--- src/rtl/modexp_pkg.sv ---
`timescale 1ns / 1ps
// ----------------------------------------------------------------------------
// modexp_pkg: shared constants and types for the modular exponentiation block
// Holds the default word width, the register index codes and the status
// group that a modular multiplier reports back to the sequencer.
// ----------------------------------------------------------------------------
package modexp_pkg;

  localparam int WORD_BITS_DEF = 31;

  // configuration index field width: wide enough to see writes past the list
  localparam int CFG_IDX_BITS = 2;

  localparam logic [CFG_IDX_BITS-1:0] REG_MODULUS  = 2'd0;
  localparam logic [CFG_IDX_BITS-1:0] REG_EXPONENT = 2'd1;

  typedef struct packed {
    logic busy;
    logic done;
  } mm_stat_t;

endpackage

--- src/rtl/modexp_mulmod.sv ---
`timescale 1ns / 1ps
// ----------------------------------------------------------------------------
// modexp_mulmod: bit-serial modular multiplier
// Computes (a * b) mod m by interleaved shift-and-add, taking the multiplier
// from its top bit down, each bit in a double step and then an add step.
// ----------------------------------------------------------------------------
module modexp_mulmod #(
  parameter int WORD_BITS = modexp_pkg::WORD_BITS_DEF
) (
  input  logic                 clk,
  input  logic                 rst_n,
  input  logic                 start,
  input  logic [WORD_BITS-1:0] op_a,
  input  logic [WORD_BITS-1:0] op_b,
  input  logic [WORD_BITS-1:0] op_m,
  output logic [WORD_BITS-1:0] result,
  output modexp_pkg::mm_stat_t stat
);
  import modexp_pkg::*;

  localparam int CNT_BITS = (WORD_BITS > 1) ? $clog2(WORD_BITS) : 1;
  localparam logic [CNT_BITS-1:0] LAST_BIT = CNT_BITS'(WORD_BITS - 1);

  logic [WORD_BITS-1:0] acc_r, acc_nxt;
  logic [WORD_BITS-1:0] a_r;
  logic [WORD_BITS-1:0] m_r;
  logic [WORD_BITS-1:0] bsh_r;
  logic [CNT_BITS-1:0]  cnt_r;
  logic                 phase_r;
  logic                 busy_r;
  logic                 done_r;

  logic [WORD_BITS-1:0] addend;
  logic [WORD_BITS:0]   sum;
  logic [WORD_BITS:0]   diff;

  // phase 0 doubles the accumulator, phase 1 adds a when the multiplier bit is set
  always_comb begin
    if (!phase_r) begin
      addend = acc_r;
    end else if (bsh_r[WORD_BITS-1]) begin
      addend = a_r;
    end else begin
      addend = '0;
    end
    sum  = {1'b0, acc_r} + {1'b0, addend};
    diff = sum - {1'b0, m_r};
    acc_nxt = (sum >= {1'b0, m_r}) ? diff[WORD_BITS-1:0] : sum[WORD_BITS-1:0];
  end

  always_ff @(posedge clk) begin
    if (!rst_n) begin
      busy_r  <= 1'b0;
      done_r  <= 1'b0;
      phase_r <= 1'b0;
      cnt_r   <= '0;
    end else begin
      done_r <= 1'b0;
      if (start) begin
        busy_r  <= 1'b1;
        phase_r <= 1'b0;
        cnt_r   <= '0;
      end else if (busy_r) begin
        phase_r <= ~phase_r;
        if (phase_r) begin
          cnt_r <= cnt_r + 1'b1;
          if (cnt_r == LAST_BIT) begin
            busy_r <= 1'b0;
            done_r <= 1'b1;
          end
        end
      end
    end
  end

  always_ff @(posedge clk) begin
    if (start) begin
      acc_r <= '0;
      a_r   <= op_a;
      m_r   <= op_m;
      bsh_r <= op_b;
    end else if (busy_r) begin
      acc_r <= acc_nxt;
      if (phase_r) begin
        bsh_r <= {bsh_r[WORD_BITS-2:0], 1'b0};
      end
    end
  end

  assign result    = acc_r;
  assign stat.busy = busy_r;
  assign stat.done = done_r;

endmodule

--- src/rtl/modular_exponentiation.sv ---
`timescale 1ns / 1ps
// ----------------------------------------------------------------------------
// modular_exponentiation: right-to-left square-and-multiply, base^e mod n
// Streams bases in and powers out; modulus and exponent are set-up registers.
// ----------------------------------------------------------------------------
// One base is worked on at a time. Each beat on the input stream yields one
// beat on the output stream carrying base^exponent mod modulus, always fully
// reduced (a modulus of one, or zero, gives zero). Every modular product runs
// through a bit-serial multiplier; the base is first reduced by one such pass,
// then each exponent bit up to the highest set one costs one pass in which the
// multiply and the square run side by side in two multipliers. The block is
// ready for the next base in the same cycle that the power is presented.
// The output register lets a new base be accepted while the last power still
// waits to be taken; the new power then holds in the last step until the old
// one has gone. Write modulus and exponent only while the block is idle.
// ----------------------------------------------------------------------------
module modular_exponentiation #(
  parameter int WORD_BITS = modexp_pkg::WORD_BITS_DEF
) (
  input  logic                                clk,
  input  logic                                rst_n,
  // input stream, tdata: base [WORD_BITS-1:0], zero padding above
  input  logic                                in_tvalid,
  output logic                                in_tready,
  input  logic [((WORD_BITS+7)/8)*8-1:0]      in_tdata,
  // output stream, tdata: power [WORD_BITS-1:0], zero padding above
  output logic                                out_tvalid,
  input  logic                                out_tready,
  output logic [((WORD_BITS+7)/8)*8-1:0]      out_tdata,
  // configuration writes: index 0 modulus, index 1 exponent
  input  logic                                cfg_valid,
  output logic                                cfg_ready,
  input  logic [modexp_pkg::CFG_IDX_BITS-1:0] cfg_index,
  input  logic [WORD_BITS-1:0]                cfg_data
);
  import modexp_pkg::*;

  localparam int TDATA_BITS = ((WORD_BITS + 7) / 8) * 8;

  typedef enum logic [4:0] {
    S_IDLE  = 5'b00001,
    S_RED   = 5'b00010,
    S_ISSUE = 5'b00100,
    S_MUL   = 5'b01000,
    S_OUT   = 5'b10000
  } state_t;

  state_t state_r, state_nxt;

  logic [WORD_BITS-1:0] modulus_r;
  logic [WORD_BITS-1:0] exponent_r;

  logic [WORD_BITS-1:0] m_r;
  logic [WORD_BITS-1:0] e_r;
  logic [WORD_BITS-1:0] acc_r;
  logic [WORD_BITS-1:0] b_r;
  logic [WORD_BITS-1:0] out_data_r;
  logic                 out_valid_r;

  logic [WORD_BITS-1:0] m_eff;
  logic [WORD_BITS-1:0] one_mod;
  logic [WORD_BITS-1:0] e_shift;
  logic                 in_beat;
  logic                 out_free;

  logic                 start_a, start_b;
  logic [WORD_BITS-1:0] mul_a_op_a, mul_a_op_b, mul_a_op_m;
  logic [WORD_BITS-1:0] res_a, res_b;
  mm_stat_t             stat_a, stat_b;

  // a modulus of zero behaves as one; one reduced by the modulus seeds acc
  assign m_eff   = (modulus_r == '0) ? WORD_BITS'(1) : modulus_r;
  assign one_mod = (m_eff == WORD_BITS'(1)) ? '0 : WORD_BITS'(1);
  assign e_shift = e_r >> 1;

  assign in_tready = (state_r == S_IDLE);
  assign in_beat   = in_tvalid && in_tready;
  assign out_free  = !out_valid_r || out_tready;
  assign cfg_ready = 1'b1;

  // ---- configuration registers ---------------------------------------------
  always_ff @(posedge clk) begin
    if (!rst_n) begin
      modulus_r  <= WORD_BITS'(1);
      exponent_r <= WORD_BITS'(1);
    end else if (cfg_valid && cfg_ready) begin
      unique case (cfg_index)
        REG_MODULUS:  modulus_r  <= cfg_data;
        REG_EXPONENT: exponent_r <= cfg_data;
        default: ;  // drop writes past the register list
      endcase
    end
  end

  // ---- multipliers -----------------------------------------------------------
  // Unit A reduces the base on accept (one times base, mod n), then forms acc*b.
  // Unit B forms b*b in step with it.
  assign start_a = in_beat || (state_r == S_ISSUE);
  assign start_b = (state_r == S_ISSUE);

  always_comb begin
    if (state_r == S_IDLE) begin
      mul_a_op_a = one_mod;
      mul_a_op_b = in_tdata[WORD_BITS-1:0];
      mul_a_op_m = m_eff;
    end else begin
      mul_a_op_a = acc_r;
      mul_a_op_b = b_r;
      mul_a_op_m = m_r;
    end
  end

  modexp_mulmod #(
    .WORD_BITS (WORD_BITS)
  ) u_mul_acc (
    .clk    (clk),
    .rst_n  (rst_n),
    .start  (start_a),
    .op_a   (mul_a_op_a),
    .op_b   (mul_a_op_b),
    .op_m   (mul_a_op_m),
    .result (res_a),
    .stat   (stat_a)
  );

  modexp_mulmod #(
    .WORD_BITS (WORD_BITS)
  ) u_mul_sqr (
    .clk    (clk),
    .rst_n  (rst_n),
    .start  (start_b),
    .op_a   (b_r),
    .op_b   (b_r),
    .op_m   (m_r),
    .result (res_b),
    .stat   (stat_b)
  );

  // ---- sequencer -------------------------------------------------------------
  always_comb begin
    state_nxt = state_r;
    unique case (state_r)
      S_IDLE: begin
        if (in_beat) state_nxt = S_RED;
      end
      S_RED: begin
        // an exponent of zero leaves acc at one mod n
        if (stat_a.done) state_nxt = (e_r == '0) ? S_OUT : S_ISSUE;
      end
      S_ISSUE: begin
        state_nxt = S_MUL;
      end
      S_MUL: begin
        if (stat_a.done) state_nxt = (e_shift == '0) ? S_OUT : S_ISSUE;
      end
      S_OUT: begin
        if (out_free) state_nxt = S_IDLE;
      end
      default: state_nxt = S_IDLE;
    endcase
  end

  always_ff @(posedge clk) begin
    if (!rst_n) begin
      state_r     <= S_IDLE;
      out_valid_r <= 1'b0;
    end else begin
      state_r <= state_nxt;
      if (state_r == S_OUT && out_free) begin
        out_valid_r <= 1'b1;
      end else if (out_tready) begin
        out_valid_r <= 1'b0;
      end
    end
  end

  // working registers: latch key on accept, advance one exponent bit per pass
  always_ff @(posedge clk) begin
    if (in_beat) begin
      m_r   <= m_eff;
      e_r   <= exponent_r;
      acc_r <= one_mod;
    end
    if (state_r == S_RED && stat_a.done) begin
      b_r <= res_a;
    end
    if (state_r == S_MUL && stat_a.done) begin
      if (e_r[0]) acc_r <= res_a;
      b_r <= res_b;
      e_r <= e_shift;
    end
    if (state_r == S_OUT && out_free) begin
      out_data_r <= acc_r;
    end
  end

  assign out_tvalid = out_valid_r;
  assign out_tdata  = TDATA_BITS'(out_data_r);

  // ---- assertions ------------------------------------------------------------
  a_units_in_step: assert property (@(posedge clk) disable iff (!rst_n)
    (state_r == S_MUL) |-> (stat_a.done == stat_b.done))
    else $error("multiply and square units out of step");

  a_idle_units_free: assert property (@(posedge clk) disable iff (!rst_n)
    in_tready |-> (!stat_a.busy && !stat_b.busy))
    else $error("input taken while a multiplier is busy");

  a_acc_reduced: assert property (@(posedge clk) disable iff (!rst_n)
    (state_r != S_IDLE) |-> (acc_r < m_r))
    else $error("accumulator not reduced");

  a_accept_reduces: assert property (@(posedge clk) disable iff (!rst_n)
    in_beat |=> (state_r == S_RED && stat_a.busy))
    else $error("base reduction not started on accept");

  a_output_reduced: assert property (@(posedge clk) disable iff (!rst_n)
    (state_r == S_OUT && out_free) |=> (out_valid_r && out_data_r < m_r))
    else $error("result not reduced or not presented");

endmodule
--- config.mk ---
export PLATFORM = sky130hd
export DESIGN_NAME = modular_exponentiation
export DESIGN_NICKNAME = d
export VERILOG_FILES = /design/src/rtl/modexp_pkg.sv /design/src/rtl/modexp_mulmod.sv /design/src/rtl/modular_exponentiation.sv
export SDC_FILE = /design/constraint.sdc
export NUM_CORES = 1
export LEC_CHECK = 0
export BUFFER_PORTS_ARGS = -buffer_cell sky130_fd_sc_hd__clkbuf_2
export CAP_MARGIN = 20
export CORE_UTILIZATION = 50
export DETAILED_ROUTE_END_ITERATION = 10
export PLACE_DENSITY = 0.67
export SKIP_LAST_GASP = 1
export SLEW_MARGIN = 20
export SYNTH_ARGS = -nofsm -noshare
export SYNTH_HDL_FRONTEND = slang
export SYNTH_HIERARCHICAL = 1
export SYNTH_SLANG_ARGS = --single-unit
--- constraint.sdc ---
create_clock -name clk -period 10.5 [get_ports clk]
set_clock_uncertainty 0.05 [all_clocks]
set_input_delay 1.05 -clock clk [delete_from_list [all_inputs] [get_ports clk]]
set_output_delay 1.05 -clock clk [all_outputs]
set_load 0.005 [all_outputs]
==> flow_summary_export.csv <==
group,metric,value,unit
critical_path,r2r_setup_slack,3.28,ns
clocking,cts_max_path_buffers,3,
die,initial_utilization,0.5074,
critical_path,reg2reg_from,"u_mul_acc/phase_r$_SDFFE_PP0P_",
sta,hold_viol_final,0,
layout,nFillCells,4667,
run_status,violations,"design-rule violations",
sta,fin_setup_tns,0,ns
synth,syn_inst,2723,
die,core_area,52760,um^2
critical_path,crit_arrival,7.66,ns
placed_design,place_congestion,0.9368,
global_routing,antenna_found_initial,0,
worst_hold_path,hp-start,"m_r[14]$_DFFE_PP_",
detailed_routing,drc,6,
layout,drive_above_1_share,0.1384,
global_routing,grt_max_degree,68,
clocking,post-cts-setup-buffer-count,0,
layout,area_growth,9.779,%
global_routing,grt_pass1_wl,110.4,mm
placed_design,place_hpwl,52.62,mm
sta,drv_slew,0,
clocking,cts-root-buf,"clkbuf_16",
die,die_y,233.4,um
global_routing,grt.overflow.total,0,
detailed_routing,drtIter0Drc,1817,
clocking,cts_max_level,2,
die,row_count,84,
detailed_routing,ant_nets,0,
clocking,clkTransAtPathRegs,0.06,ns
sta,rsz0062_at_grt,"no",
critical_path,end_kind,"flip-flop",
detailed_routing,num_vias,20100,
job,drv_cap,0,
synth,synth_nets,2925,
die,die_area,54470,um^2
sta,setup_violations,0,
clocking,cts_tree,"done",
sta,worstMarginPinSlew,1.059,ns
detailed_routing,dr.pass1.iters,8,
global_routing,gr-usage-all-layers,0.2625,
worst_hold_path,hp-class,"reg2reg",
clocking,cts.sinks,486,
critical_path,crit_path_max_fanout,35,
critical_path,r2r-end,"u_mul_acc/result[30]$_SDFFE_PP0P_",
die,pin_count,105,
detailed_routing,viasPerCell,5.803,
worst_hold_path,min_delay_path_depth,0,
run_status,status,"complete, but fails checks",
sta,fmax,0.1385,GHz
layout,diodes,0,
critical_path,worstSetupPathType,"reg2reg",
global_routing,grt_pass1_vias,19240,
synth,avgSynthCellArea,9.830,um^2
sta,maxSlewHeadroom,0.2877,
critical_path,start_kind,"flip-flop",
worst_hold_path,hold_path_end,"u_mul_sqr/m_r[14]$_DFFE_PP_",
detailed_routing,post_drt_wl_per_cell,20.51,um
synth,yosys_warnings,6,
clocking,cts_hold_buf,0,
clocking,post_cts_resized,0,
sta,finalCriticalPeriod,7.222,ns
clocking,cts_buffers,53,
synth,syn_area,26770,um^2
clocking,clk_latency,0.61,ns
die,die_width,233.4,um
detailed_routing,wl,71.04,mm
placed_design,portBuffers,101,
critical_path,required,10.94,ns
layout,final_nets,2934,
critical_path,r2r_cells,26,
sta,min_period_over_period,0.6878,
## final cells by class
| type | instances | area (um^2) | share of cell area |
|---|---|---|---|
| repair buffers | 123 | 674.4 | 0.02295 |
| clock buffers | 73 | 1501 | 0.05109 |
| flip-flops and latches | 486 | 12820 | 0.4364 |
| inverters | 163 | 616.8 | 0.02099 |
| clock inverters | 25 | 291.5 | 0.009921 |
| well taps | 688 | 860.8 | 0.02929 |
| multi-input cells | 1905 | 12620 | 0.4293 |
## worst max-delay path, cell delays in order, from the launching register on
cell      delay (ns)
dfxtp_1         0.41
buf_4           0.33
and2_1          0.51
nand2_1         0.10
o21ai_0         0.09
ha_1            0.22
inv_1           0.07
fa_1            0.41
nand2b_1        0.19
a21oi_1         0.36
o21ai_2         0.16
a21boi_2        0.23
a211o_1         0.26
a311o_1         0.38
a21o_2          0.18
a21oi_1         0.07
xnor2_1         0.15
ha_1            0.25
a21o_1          0.18
a211o_1         0.29
a221oi_1        0.21
o221ai_1        0.18
a41oi_1         0.30
nand3_2         0.77
nand4b_1        0.38
mux2i_1         0.12
a211o_1         0.27
## per-layer routing
layer	routed length [um]	up-vias	track usage
li1	-	9700	-
met1	32420	9687	0.3710
met2	32320	601	0.4183
met3	4260	108	0.03503
met4	2042	0	0.07853
met5	0	-	0
## worst max path at each step
stage	from	endpoint	slack, ns
after floorplan	u_mul_acc/phase_r$_SDFFE_PP0P_	u_mul_acc/result[26]$_SDFFE_PP0P_	5.06
after global placement	u_mul_acc/phase_r$_SDFFE_PP0P_	u_mul_acc/result[30]$_SDFFE_PP0P_	3.44
after detailed placement	u_mul_acc/phase_r$_SDFFE_PP0P_	u_mul_acc/result[30]$_SDFFE_PP0P_	3.34
after CTS	u_mul_acc/phase_r$_SDFFE_PP0P_	u_mul_acc/result[30]$_SDFFE_PP0P_	3.29
after global routing	u_mul_acc/phase_r$_SDFFE_PP0P_	u_mul_acc/result[26]$_SDFFE_PP0P_	2.65
final	u_mul_acc/phase_r$_SDFFE_PP0P_	u_mul_acc/result[30]$_SDFFE_PP0P_	3.28
## per-stage QoR
stage               worst slack (ns)  area, um^2  instances  hold slack (ns)  utilization
floorplan                      5.058       26770       2723           0.3722            -
global placement               3.444       27580       3364           0.3800       0.5226
detailed placement             3.341       27590       3365           0.3835       0.5230
CTS                            3.288       29380       3463           0.3947       0.5569
global route                   2.652       29390       3463           0.4027       0.5570
finish                         3.278       29390       3463           0.3937       0.5570
## cell usage in the layout (no fill, tap or decap), types with 22 or more instances in the layout
cell type	n
nand4_1	31
o21ai_0	121
nor2_1	126
a21o_1	57
mux2_2	125
clkbuf_2	101
nand3_1	37
nand2_1	504
a22o_1	31
a21oi_1	138
o21a_1	22
ha_1	128
xnor2_1	66
a21boi_0	66
clkbuf_16	53
nor3_1	27
and2_1	41
xor2_1	46
a211oi_1	37
edfxtp_1	309
inv_1	159
dfxtp_1	175
Power is left out: the tool's default activity adds up to more than one toggle a clock period on the data nets, which glitch-free logic cannot reach.
